<file path="src/hdl/sth_pkg.sv">
package sth_pkg;

   // payload widths of the request and response channels
   localparam int ACTION_BITS = 2;
   localparam int VALUE_BITS  = 4;
   localparam int INDEX_BITS  = 8;
   localparam int WEIGHT_BITS = 16;
   localparam int COUNT_OUT_BITS = 32;
   localparam int SUM_BITS    = 64;

   // request action codes
   typedef enum logic [ACTION_BITS-1:0] {
      ACT_SAMPLE = 2'd0,
      ACT_READ   = 2'd1,
      ACT_WEIGHT = 2'd2
   } action_type;

   // controller states
   typedef enum logic [2:0] {
      ST_CLEAR,
      ST_IDLE,
      ST_FETCH,
      ST_SAMPLE,
      ST_READ,
      ST_MUL,
      ST_SUM,
      ST_ACC
   } state_type;

   // commands from controller to datapath
   typedef struct packed {
      logic accept;
      logic clear_wr;
      logic sample_wr;
      logic load_read;
      logic mul;
      logic sum;
      logic acc_step;
      logic load_sum;
   } ctrl_cmd_type;

   // status from datapath to controller
   typedef struct packed {
      logic                   req_valid;
      logic [ACTION_BITS-1:0] action;
      logic                   last;
      logic                   clear_done;
      logic                   out_free;
   } ctrl_status_type;

endpackage

</file>
<file path="src/hdl/sth_ctrl.sv">
module sth_ctrl import sth_pkg::*; (
   input  logic            clock,
   input  logic            reset,
   input  ctrl_status_type status,
   output ctrl_cmd_type    cmd,
   output logic            req_ready
);

   state_type state_ff;
   state_type state_in;

   // state register
   always_ff @(posedge clock) begin
      if (reset) begin
         state_ff <= ST_CLEAR;
      end else begin
         state_ff <= state_in;
      end
   end

   // next state and commands
   always_comb begin
      state_in  = state_ff;
      cmd       = '0;
      req_ready = 1'b0;
      unique case (state_ff)
         ST_CLEAR: begin
            cmd.clear_wr = 1'b1;
            if (status.clear_done) begin
               state_in = ST_IDLE;
            end
         end
         ST_IDLE: begin
            req_ready  = 1'b1;
            cmd.accept = status.req_valid;
            if (status.req_valid) begin
               state_in = ST_FETCH;
            end
         end
         ST_FETCH: begin
            case (status.action)
               ACT_SAMPLE: state_in = ST_SAMPLE;
               ACT_READ:   state_in = ST_READ;
               ACT_WEIGHT: state_in = ST_MUL;
               default:    state_in = ST_IDLE;
            endcase
         end
         ST_SAMPLE: begin
            cmd.sample_wr = 1'b1;
            state_in      = ST_IDLE;
         end
         ST_READ: begin
            if (status.out_free) begin
               cmd.load_read = 1'b1;
               state_in      = ST_IDLE;
            end
         end
         ST_MUL: begin
            cmd.mul  = 1'b1;
            state_in = ST_SUM;
         end
         ST_SUM: begin
            cmd.sum  = 1'b1;
            state_in = ST_ACC;
         end
         ST_ACC: begin
            // last weight waits for the response register
            if (!status.last || status.out_free) begin
               cmd.acc_step = 1'b1;
               cmd.load_sum = status.last;
               state_in     = ST_IDLE;
            end
         end
         default: state_in = ST_CLEAR;
      endcase
   end

endmodule

</file>
<file path="config.mk">
export PLATFORM = sky130hd
export DESIGN_NAME = sth_ctrl
export DESIGN_NICKNAME = d
export VERILOG_FILES = /design/src/hdl/sth_pkg.sv /design/src/hdl/sth_ctrl.sv
export SDC_FILE = /design/constraint.sdc
export NUM_CORES = 1
export LEC_CHECK = 0
export BUFFER_PORTS_ARGS = -buffer_cell sky130_fd_sc_hd__buf_2
export CORE_AREA = 2 2 39 41
export DETAILED_ROUTE_END_ITERATION = 8
export DIE_AREA = 0 0 41 43
export GPL_TIMING_DRIVEN = 0
export HOLD_SLACK_MARGIN = 0.06
export SLEW_MARGIN = 20
export SYNTH_ARGS = -nofsm -noshare
export SYNTH_HDL_FRONTEND = slang
export SYNTH_SLANG_ARGS = --single-unit
</file>
<file path="constraint.sdc">
create_clock -name clock -period 3.42 [get_ports clock]
set_input_delay 0.342 -clock clock [delete_from_list [all_inputs] [get_ports clock]]
set_output_delay 0.342 -clock clock [all_outputs]
set_load 0.05 [all_outputs]
</file>
Word-level counts from Yosys, hierarchy flattened
Index checks and enable logic that the tools add are counted.

Logic and storage cells: 35. Flip-flop bits (word level): 3. Output and inout bits: 9. Bits of input ports: 8.

Reduce and logical (&&, ||, !) cells: 5. Multiplexer cells: 16. Eq/ne operators: 13.

Operators by type and width (number): 3-bit case mux with 8 select lines (1); 3-bit equality test, second input constant (4); 3-bit 2-to-1 mux (4); 3-bit case mux with 3 select lines (1); 1-bit 2-to-1 mux (8); 2-bit != test, second input constant (4); 3-bit by 2-bit equality test with 1-bit output, second input constant (2); 2-bit 2-to-1 mux (2); 4-bit AND reduction (1); 3-bit by 1-bit equality test with 1-bit output, second input constant (1); 3-bit logical NOT (1); 2-bit by 1-bit equality test with 1-bit output, second input constant (1); 2-bit equality test, second input constant (1); 2-bit logical NOT (1); 1-bit logical NOT (1); 1-bit logical OR (1).

Logic depth before layout (Yosys ltp)
Gate-level depths: netlist of run 1.

Depth in word-level cells: 4. Depth in mapped cells: 6. Depth with buffers taken out: 6.

Least setup slack after synthesis of run 1
No wires, ideal clock.

Path type: flip-flop to output port. Start: register state_ff[1]. End: output port cmd[7] (netlist name). Data required time: 3078 ps. Cell stages (with the launch flop): 5. Path slack: 1212 ps. Path buffers: 0. Data arrival time: 1866 ps. Cells stage by stage: dfxtp_1 inv_1 ha_1 nor2b_1 and2_1.

RTL lines: start, declared (line sth_ctrl.sv:9) `state_type state_ff;`; start signal, assigned (line sth_ctrl.sv:17) `state_ff <= state_in;`; end, declared (line sth_ctrl.sv:5) `output ctrl_cmd_type cmd,`.

==> results.txt, run 1 <==
The logs give 0 for the number of slew-limit violations in the final report and 11 for the largest net degree at the start of global routing. The worst register-to-register path ends at state_ff[1]. After synthesis the cells add up to 352.8 sq um. The depth of the CTS H-tree was 1.

Height of the chip: 43 microns. The number of rows created at floorplan is 14. The cell with the biggest individual delay on the critical path was sky130_fd_sc_hd__dfxtp_1. Of the post-synthesis cell area, the part taken by muxes is 0%.

Summing the areas of all compound-gate instances in the mapped netlist gives 25.89% of the synthesized area. The endpoint required time on the critical path is 3080 ps, and the cell area after placement is 452.9 sq um. The cell count of the worst reg-to-reg path is 6, and the area enclosed by the die boundary is 1763 sq um. In the layout the commonest cells are sky130_fd_sc_hd__buf_2, sky130_fd_sc_hd__inv_1, sky130_fd_sc_hd__ha_1. The net count of the finished layout is 79. Counting instances, the worst hold path has a depth of 2. Setup violations remaining at the end of the flow were counted as 0. The weighted congestion at the end of routability-driven global placement was 0.7237; the timing-limited maximum frequency was 0.5712 GHz. Cell internal power was estimated by the tool at 0.0001079 W. The number of maximum-capacitance violations was 0; the die outline width was 41 microns. The count of endpoints failing hold in the final timing report was 0; the sum of negative setup slack was 0 ps. 17 I/O pins were placed. The share of post-route cells with drive strength above 1 works out to 39.06%. Of the total synthesized cell area, the portion taken by XOR and XNOR cells is 0%. Clock group share of total power: 34.8%. The number of flip-flops in the largest register was 3. The reg2reg setup slack is 1960 ps, and the global routing usage summed across all routing layers is 9.629%. STA classifies the critical path startpoint as a flip-flop. The sequential-to-total area share from yosys stat is 17.02%, and the via count of the first global-routing pass is 319. The region available for standard cell placement spans 1384 sq um. Measured against its own limit, the worst slew margin works out to 78.53%. The number of post-CTS setup repair buffers is 0, and the post-route minimum period is 1751 ps.

For the final database, setup skew stands at 5.629 ps. Relative contribution of combinational cells to total power: 42.3%. Summing the areas of all and, or, nand and nor instances in the mapped netlist gives 27.30% of the synthesized area. The first global-routing pass estimated 1166 microns of wire. TritonCTS built the clock tree.

The remaining global-route overflow was 0. In this run the clock root is driven by a sky130_fd_sc_hd__clkbuf_4. The async set-reset flop share out of synthesis works out to 0%.

Main flop type after synthesis: sky130_fd_sc_hd__dfxtp_1. During placement, the flow inserted port buffers numbering 16. The tools report the number of buffers created by CTS as 3.

The largest registers in the layout are state_ff (3). The run finished with clean final reports. First-pass iteration count of the detailed router: 3. The number of different library cells used by synthesis comes to 22. The maximum ir drop on the vdd rail was 0.0001822 V; the register bit total from synthesis was 3. For this block, the via count after detailed routing is 361. The number of flops mapped to enable cells by yosys was 0; the number of nets in the synthesized netlist was 58.

Setup repair after global routing left no endpoint under its margin. The filler cells instantiated in the layout total 158. STA puts the critical path data arrival time at 1410 ps.

After clock tree synthesis, the clock-pin slew on the worst setup and hold paths is 40 ps. The tools report the final routed DRC violation total as 0. The signed area change from the synthesized netlist to the final layout is 35.82%.

The top register by number of flip-flops was state_ff. The worst min-delay path startpoint is reset. Dividing total power by cell area gives a power density of 379.8 nW/um^2. Counting along the longest clock path gives a buffer depth of 2. Excluding fillers, the count of instances in the completed layout stands at 80. Once the floorplan was initialized, standard cells occupied 25.50% of the core.

The logs give 592.9 microns for the HPWL reported at the end of detailed placement and 0 for the post-route antenna net violation count. For the worst-skew pair, the clock arrives at the later sink with an insertion delay of 240 ps. The synthesized area per cell came out at 8.019 sq um.

The tools report the quantity of gates resized following cts as 0. The switching portion of total power came out at 40.72%. For this run, the number of Yosys warnings is 0. The share of synthesized cell area in full adder, half adder and majority cells came out at 21.28%.

The combinational family with the most area after synthesis is simple AND/OR/NAND/NOR gates. The critical path goes through inv_1 -> ha_1 -> nor2b_1 -> and2_1 -> buf_2. The worst setup path category is flip-flop to output pin. In the finished design, the share of the clock period the worst path needs comes to 51.19%. STA classifies the critical path endpoint as an output pin. Summing all non-filler instances in the final layout gives an area of 479.2 sq um. Start of the worst register-to-register path: state_ff[0].

The logs give 0 for the initial antenna violation count and 34.63% for the final core area utilization. The worst hold path belongs to the class input port to flip-flop. Counting every instance in the synthesized netlist gives 44. The via-per-instance ratio is 4.513, and the number of clock sinks is 3. The number of design-rule violations left by the first detailed-router iteration was 6; the highest cell delay on the worst timing path was 330 ps. The repair_antennas step left the layout with diodes totalling 0. The run gives 0 as the number of buffers inserted for hold repair after clock tree synthesis.

The most common library cell in the layout ignoring fill and taps was sky130_fd_sc_hd__buf_2. The total detailed-routing wirelength was 754 microns; the leakage power summed over all cells was 0.2575 nW. The mean routed wirelength per cell is 9.425 microns. The end of the worst hold path was state_ff[0]. The largest driver fanout on the critical path works out to 5. For the net load switching power, the log shows 0.00007411 W. The total instance count after detailed placement is 76.

The transition time at the pin with the least slew margin was 322.0 ps. The power share of the sequential group was 22.9%.
==> routing by layer <==
metal	track usage (%)	up-vias	wire, microns
li1	-	188	-
met1	11.22	162	324
met2	14.37	11	369
met3	6.283	0	59
met4	2.000	0	0
met5	0	-	0
==> logic make-up after synthesis <==
kind of cell / after synthesis
adder cells (fa/ha/maj): 6
flip-flops: 3
AND/OR/NAND/NOR: 14
AO/OA/AOI/OAI: 14
buffers and inverters: 7
==> power by group through the flow <==
| stage | clock (W) | combinational, W | sequential, W |
|---|---|---|---|
| floorplan | 0 | 0.0000603 | 0.0000412 |
| global placement | 0 | 0.0000765 | 0.0000422 |
| detailed placement | 0 | 0.0000773 | 0.0000423 |
| CTS | 0.0000656 | 0.0000775 | 0.0000417 |
| global route | 0.0000698 | 0.0000856 | 0.0000419 |
| finish | 0.0000633 | 0.0000770 | 0.0000417 |
==> cells in the mapped netlist, types with 2 or more instances <==
cell	number	area, sq um
sky130_fd_sc_hd__ha_1	6	75.07
sky130_fd_sc_hd__inv_1	6	22.52
sky130_fd_sc_hd__a21oi_1	4	20.02
sky130_fd_sc_hd__and2_1	3	18.77
sky130_fd_sc_hd__dfxtp_1	3	60.06
sky130_fd_sc_hd__o21ai_0	3	15.01
sky130_fd_sc_hd__a21oi_2	2	17.52
sky130_fd_sc_hd__nand2b_1	2	12.51
sky130_fd_sc_hd__nor2b_1	2	12.51
==> how the worst max path moves through the flow <==
stage / from / end / cells past startpoint
6_report: state_ff[1] / cmd[7] / 5
3_3_place_gp: state_ff[0] / cmd[7] / 4
5_1_grt: state_ff[1] / cmd[7] / 5
4_1_cts: state_ff[1] / cmd[7] / 5
3_5_place_dp: state_ff[1] / cmd[7] / 5
2_1_floorplan: state_ff[1] / cmd[7] / 4
==> cell type report <==
type,instances,area (sq um),area share [%]
repair buffers,16,80.08,16.71
well taps,16,20.02,4.178
plain buffers,1,7.507,1.567
multi-input cells,34,262.8,54.83
inverters,6,22.52,4.700
clock buffers,4,26.28,5.483
flip-flops and latches,3,60.06,12.53
==> per-stage QoR <==
stage	setup slack [ps]	total power, W	hold WS, ps
floorplan	1212	0.0001015	404.4
CTS	1650	0.0001848	292.2
global placement	1937	0.0001187	508.0
global route	1531	0.0001973	285.9
finish	1669	0.0001820	295.7
detailed placement	1909	0.0001196	517.6
==> worst max-delay path, delay by kind of cell, from the launching register on <==
family / cells / cell delay, ps
buffers and inverters: 2 / 340
DFF: 1 / 330
and+or+nand+nor: 2 / 290
adders and majority gates: 1 / 220
No activity file was read; power rests on OpenSTA's default activity.
==> run 2, diff against run 1 <==
==> constraint.sdc (replaced) <==
create_clock -name clock -period 1.52 [get_ports clock]
set_input_delay 0.152 -clock clock [delete_from_list [all_inputs] [get_ports clock]]
set_output_delay 0.152 -clock clock [all_outputs]
set_load 0.05 [all_outputs]
==> run 2 against run 1 <==
  * Final cell count unchanged
  * Core utilization is 1.7 points higher
  * Via count is 0.28% lower
  * Critical endpoint unchanged
  * Largest power group unchanged
==> results.txt, run 2 (synthesis gave the netlist of run 1 again) <==
For the via count of the first global-routing pass, the log shows 303. Counting every sink on the clock net gives 3. The clock skew is 1.254 ps. The type of origin of the critical path is a flip-flop. The number of buffers added on ports works out to 16. The remaining global-route overflow is 0.

Ranked by flip-flop count, first place goes to state_ff. The number of antenna repair diodes is 0. The setup path with the least slack is of type flip-flop to output pin. Max-cap violations in this run came to 0.

Power share of the sequential group: 23.1%. Leaving out fill and tap cells, the most frequent cells in the layout are sky130_fd_sc_hd__buf_2, sky130_fd_sc_hd__inv_1, sky130_fd_sc_hd__ha_1. The share of total power dissipated in combinational logic is 45.0%. The run gives 0 ps as the sum of negative setup slack. The run finished with clean final reports. The weighted congestion at the end of routability-driven global placement came out at 0.7159. The data arrival time at the worst-slack endpoint is 1300 ps, and the post-route minimum period is 1454 ps.

The number of buffers created by CTS was 3. The worst hold path class was input port to flip-flop. In the final layout, the registers with the most flip-flops are state_ff (3). Total detailed-routing wirelength: 724 microns. In this run the static leakage power is 0.2608 nW. The number of slew-limit violations in the final report was 0; the mean routed wirelength per cell was 9.050 microns. For the initial antenna violation count, the log shows 0.

The endpoint class of the critical path is an output pin. Once the floorplan was initialized, standard cells occupied 25.50% of the core. Post-route antenna net violation count: 0.

The logs give 603.2 microns for the HPWL reported at the end of detailed placement and 1370 ps for the endpoint required time on the critical path. The share of the clock period used by the worst path after layout is 95.64%. Dividing the detail-routed via count by the number of cells gives 4.500. The number of nets in the layout was 79; the transition time at the pin with the least slew margin was 276.2 ps.

The detailed router placed 360 vias in this run. The run gives 0.0002543 W as the total internal power. After detailed routing, the number of remaining DRC violations is 0. The floorplan step defined a die boundary enclosing 1763 sq um.

The run gives 1117 microns as the first-pass GRT wire length. Final hold analysis gives a worst-case slack of 99.83 ps. The largest driver fanout on the critical path was 5; the worst slew margin relative to its limit was 81.50%. In this run the vertical extent of the chip is 43 microns. The logs give 220 ps for the clock latency at the later pin of the worst-skew pair and 0 for the setup violation total in the final timing report. The tools report the number of post-CTS setup repair buffers as 0.

The clock network accounts for 31.9% of the total power. The largest net degree at the start of global routing was 11; the first-pass iteration count of the detailed router was 4. The number of design-rule violations left by the first detailed-router iteration is 1, and the number of rows created at floorplan is 14.

Setup repair after global routing left no endpoint under its margin. The timing-limited maximum frequency is 0.6879 GHz. TritonCTS built the clock tree. The analysis attributes to net switching a power of 0.0001611 W. The number of buffers inserted for hold repair after clock tree synthesis was 0; the share of post-route cells with drive strength above 1 was 50.00%. The signed area change from the synthesized netlist to the final layout was 42.55%.

Clock tree synthesis selected as its root buffer the cell sky130_fd_sc_hd__clkbuf_4. Net switching is 38.79% of the power. Global routing used 8.927% of the available tracks across all layers. Leaving out fill and tap cells, the most frequent cell in the layout is sky130_fd_sc_hd__buf_2. The final core area utilization is 36.35%, and the clock slew at the register clock pins of the worst setup and hold paths is 30 ps.

Dividing total power by cell area gives a power density of 825.8 nW/um^2. Count of endpoints failing hold in the final timing report: 0. The number of buffers on the longest clock path is 2. The core region is 1384 sq um. Number of flip-flops in the largest register: 3. The die outline width was 41 microns.

VDD sags by at most 0.0002901 V. The depth of the CTS H-tree was 1; the top-level I/O count was 17.
## run 2: routing by layer
metal / track usage, % / share of wire [%]
met1: 10.26 / 45
met2: 15.00 / 47
met3: 1.571 / 7.6
met4: 4.000 / 0
met5: 0 / 0
## run 2: area by class of cell
type | count | area (sq um)
multi-input cells | 34 | 281.5
fillers | 149 | 880.8
inverters | 6 | 22.52
repair buffers | 16 | 82.58
flip-flops and latches | 3 | 62.56
clock buffers | 4 | 26.28
plain buffers | 1 | 7.507
well taps | 16 | 20.02
## run 2: critical path, cell delays in order (launching register included)
cell,delay [ps]
sky130_fd_sc_hd__dfxtp_2,340
sky130_fd_sc_hd__inv_1,60
sky130_fd_sc_hd__ha_2,190
sky130_fd_sc_hd__nor2b_4,130
sky130_fd_sc_hd__and2_2,180
sky130_fd_sc_hd__buf_4,180
## run 2: repair_timing
action                                 CTS  global route
setup endpoints to repair                1             5
gates resized for setup                  2             3
endpoints found under the hold margin    0             0
## run 2: power by group through the flow
stage / combinational, W / sequential (W) / clock, W
2_1_floorplan: 0.000143 / 0.0000927 / 0
3_3_place_gp: 0.000180 / 0.0000952 / 0
3_5_place_dp: 0.000180 / 0.0000950 / 0
4_1_cts: 0.000183 / 0.0000943 / 0.000140
5_1_grt: 0.000206 / 0.0000966 / 0.000145
6_report: 0.000187 / 0.0000958 / 0.000133
## run 2: worst paths after layout
check / from / endpoint / slack [ps] / cells after the start
max: state_ff[1] / cmd[7] / 70 / 5
min reg2reg: state_ff[1] / state_ff[1] / 500 / 2
max reg2reg: state_ff[0] / state_ff[1] / 90 / 6
min: reset / state_ff[0] / 100 / 2
## run 2: per-stage QoR
step / total power, W / cell area [sq um] / instances / setup slack, ps
after global routing: 0.0004471 / 503.0 / 80 / 3.183
after floorplan: 0.0002355 / 365.4 / 44 / 53.47
after global placement: 0.0002755 / 465.4 / 76 / 45.94
after CTS: 0.0004165 / 495.5 / 80 / 9.259
after detailed placement: 0.0002751 / 465.4 / 76 / 39.71
final: 0.0004154 / 503.0 / 80 / 66.29
==> run 3, diff against run 2 <==
--- a/config.mk
+++ b/config.mk
@@ -5,6 +5,7 @@
 export SDC_FILE = /design/constraint.sdc
 export NUM_CORES = 1
 export LEC_CHECK = 0
+export ABC_AREA = 1
 export BUFFER_PORTS_ARGS = -buffer_cell sky130_fd_sc_hd__buf_2
 export CORE_AREA = 2 2 39 41
 export DETAILED_ROUTE_END_ITERATION = 8
==> constraint.sdc (replaced) <==
create_clock -name clock -period 1.6 [get_ports clock]
set_input_delay 0.16 -clock clock [delete_from_list [all_inputs] [get_ports clock]]
set_output_delay 0.16 -clock clock [all_outputs]
set_load 0.05 [all_outputs]
==> run 3 against run 2 <==
  * Non-clock buffer count did not move
  * Highest routed layer unchanged
  * Area after synthesis rose by 21%
  * Via count rose by 14%
  * Global-route usage rose by 1.6 points
  * Sequential power fell by 5.9%
  * Largest cell class unchanged
==> results.txt, run 3 <==
The run finished with clean final reports. The first global-routing pass estimated 1242 microns of wire. The capturing instance or port of the critical path is cmd[4]. The mean routed wirelength per cell came out at 8.122 microns. The setup path with the least slack is of type flip-flop to output pin. The run gives 97 as the number of nets in the layout. In the layout the commonest cells are sky130_fd_sc_hd__inv_1, sky130_fd_sc_hd__buf_2, sky130_fd_sc_hd__nand2_1. The number of antenna repair diodes was 0; the number of slew-limit violations in the final report was 0. The xor and xnor area share after synthesis is 0%, and the top-level I/O count is 17. The sequential cells in the finished layout cover a total of 60.06 sq um. Largest driver fanout on the critical path: 3. The number of buffers on the longest clock path came out at 2.

The floorplan has 14 rows. Of the total synthesized cell area, the portion taken by AND, OR, NAND and NOR gates is 38.82%. The global routing usage summed across all routing layers is 10.53%, and the via-per-instance ratio is 4.173. Counting every instance in the synthesized netlist gives 62. STA puts the critical path data required time at 1440 ps.

Across all layers, the routed design uses 409 vias. The first TritonRoute pass finished after 4 iterations. The async set-reset flop share out of synthesis was 0%. Library cell with the highest instance count after synthesis: sky130_fd_sc_hd__inv_1.

The power per cell area was 791.4 nW/um^2; the initial standard-cell utilization of the core was 30.74%. The logs give 352 for the via count of the first global-routing pass and 0 for the final routed DRC violation total. TritonCTS built the clock tree.

After clock tree synthesis, the clock-pin slew on the worst setup and hold paths is 40 ps. Detailed placement finished with a half-perimeter wire length of 668.6 microns. The endpoint class of the critical path is an output pin.

Cells with a size suffix above 1 make up 40.24% of the layout. After synthesis the netlist holds a flip-flop and latch count of 3. The Yosys step of the flow raised 0 warnings. The data arrival time at the worst-slack endpoint was 1340 ps; the post-route minimum period was 1497 ps. In the post-synthesis netlist, the biggest area contributors are sky130_fd_sc_hd__ha_1, sky130_fd_sc_hd__dfxtp_1, sky130_fd_sc_hd__inv_1, sky130_fd_sc_hd__nand2_4, sky130_fd_sc_hd__nand2_1.

The share of synthesized cell area in full adder, half adder and majority cells was 17.65%. The die outline width was 41 microns. The tools report the type of origin of the critical path as a flip-flop. Yosys mapped a number of flops with a built-in enable equal to 0.

The synthesized netlist devotes 11.18% of its cell area to compound gates. Total detailed-routing wirelength: 796 microns. The remaining global-route overflow came out at 0. In the final layout, the registers with the most flip-flops are state_ff (3).

For the pin with the worst max-slew slack, the measured transition is 248.3 ps. The setup violation total in the final timing report is 0. Ranked by instance count, the synthesized netlist is headed by sky130_fd_sc_hd__inv_1, sky130_fd_sc_hd__nand2_1, sky130_fd_sc_hd__nor2_1, sky130_fd_sc_hd__ha_1.

Number of distinct standard cells referenced by the synthesized netlist: 20. The footprint of the multi-input gates was 302.8 sq um. The timing-limited maximum frequency came out at 0.6678 GHz. The run gives 0 as the post-route antenna net violation count.

Tracing the worst setup path back leads to its startpoint at state_ff[0]. The tools report the clock skew as 1.411 ps. After layout, the design draws a total of 0.0004545 W.

The die covers 1763 sq um. The worst path uses 93.59% of the clock period. The leakage power summed over all cells was 0.3512 nW; the count of endpoints failing hold in the final timing report was 0. In the synthesized netlist the dominant register cell turns out to be sky130_fd_sc_hd__dfxtp_1.

The number of nets in the synthesized netlist was 76. Most common library cell in the layout ignoring fill and taps: sky130_fd_sc_hd__inv_1. Signed area change from the synthesized netlist to the final layout: 35.00%. The start of the worst register-to-register path was state_ff[0]. The clock latency at the later pin of the worst-skew pair is 230 ps.

In this design, the largest share of critical-path delay is due to buffers and inverters. The terminus of the critical flop-to-flop path is state_ff[0]. After routing, the total negative slack on setup checks comes to 0 ps. The register with the most flip-flops in the layout has 3 of them. The floorplan step set the die height to 43 microns.

Routability-driven placement finished with a final weighted congestion of 0.7484. The average instance in the mapped netlist occupies 6.861 sq um. Hold timing on the final database bottoms out at a slack of 113.0 ps. The worst hold path class is input port to flip-flop. The critical path runs through a total of 5 cells. By area, the combinational part of the netlist is dominated by simple AND/OR/NAND/NOR gates. The depth of the CTS H-tree was 1.

Setup repair after global routing left no endpoint under its margin. On the worst path, the slowest cell contributes a delay of 320 ps. The cell count of the worst reg-to-reg path is 8. The initial antenna violation count was 0.

Clock tree synthesis selected as its root buffer the cell sky130_fd_sc_hd__clkbuf_4. Across the run, the number of max-cap violations was 0. The tools report the total standard cell area after synthesis as 425.4 sq um.

On the critical path, the stage with the largest delay is an instance of sky130_fd_sc_hd__dfxtp_1. Port buffering added 16 buffers. The run gives 41.50% as the final core area utilization.

After synthesis, flip-flops and latches occupy 14.12% of the total area. In this run the register-to-register setup slack is 290 ps. The register with the most flip-flops in the final layout is state_ff. Counting the fill cells in the layout gives 162. The number of clock sinks came out at 3. Buffers inserted during clock tree synthesis total 3. The floorplan step defined a core boundary enclosing 1384 sq um.

Counting stages on the worst path, the most repeated cell is sky130_fd_sc_hd__inv_1. The number of buffers and inverters on the critical path came out at 3. The maximum ir drop on the vdd rail is 0.0003826 V, and the share of cell area taken by muxes after synthesis is 0%. Summed over all instances, the cell type with the most area after synthesis is sky130_fd_sc_hd__ha_1.

Traced cell by cell, the critical path runs through inv_1 -> ha_1 -> inv_1 -> nor3_2 -> clkbuf_4. The number of design-rule violations left by the first detailed-router iteration was 7. The largest net degree at the start of global routing was 11.

Summed over its instances, the top area cell type makes up 17.65% of the synthesized netlist area. In this run the tightest slew margin relative to its limit is 83.56%.
-- run 3: changes by cell type after synthesis, sizes merged, moves of 2 or more --
cell / change
nand2b: -2
nand2: +11
nand3: +3
nor2b: -3
and2: -3
nor2: +8
nor3: +3
inv: +11
a21oi: -4
a21boi: +2
-- run 3: worst min-delay path by stage --
stage               slack (ps)   from     endpoint  depth (start not counted)
finish                     110  reset  state_ff[1]                          2
global route               100  reset  state_ff[2]                          2
floorplan                  230  reset  state_ff[1]                          1
detailed placement         350  reset  state_ff[1]                          2
CTS                        100  reset  state_ff[1]                          2
global placement           350  reset  state_ff[1]                          2
-- run 3: layout make-up --
class | count | share of cell area [%]
inverter | 17 | 11.55
buffer | 1 | 1.961
clock buffer | 4 | 4.575
tap | 16 | 3.486
sequential | 3 | 10.46
timing repair buffer | 16 | 15.25
multi-input combinational | 41 | 52.72
-- run 3: through the flow --
stage	std cells	area [sq um]	worst slack, ps
4_1_cts	98	566.8	49.27
6_report	98	574.3	102.6
3_3_place_gp	94	540.5	303.9
3_5_place_dp	94	540.5	295.7
2_1_floorplan	62	440.4	81.11
5_1_grt	98	574.3	2.070
-- run 3: metal layers --
metal	GRT usage (%)	share of wire, %
met5	0	0
met4	4.000	0
met3	6.283	3.5
met2	16.88	50
met1	10.58	46
-- run 3: what timing repair did --
action	CTS	global route
setup endpoints to repair	0	3
hold endpoints to repair	0	0
hold buffers	0	0
gates resized for setup	0	3
setup buffers	0	0
-- run 3: kinds of logic (layout without fill, tap and decap cells) --
group / count (synthesis) / count (layout)
adder cells (fa/ha/maj): 6 / 6
AO/OA/AOI/OAI: 8 / 8
AND/OR/NAND/NOR: 27 / 27
buffers and inverters: 18 / 38
flip-flops: 3 / 3
-- run 3: power by group --
part | switching [W] | internal [W] | total, W
registers | 0.00000682 | 0.0000833 | 0.0000901
logic | 0.000155 | 0.0000771 | 0.000232
clock network | 0.0000393 | 0.0000935 | 0.000133
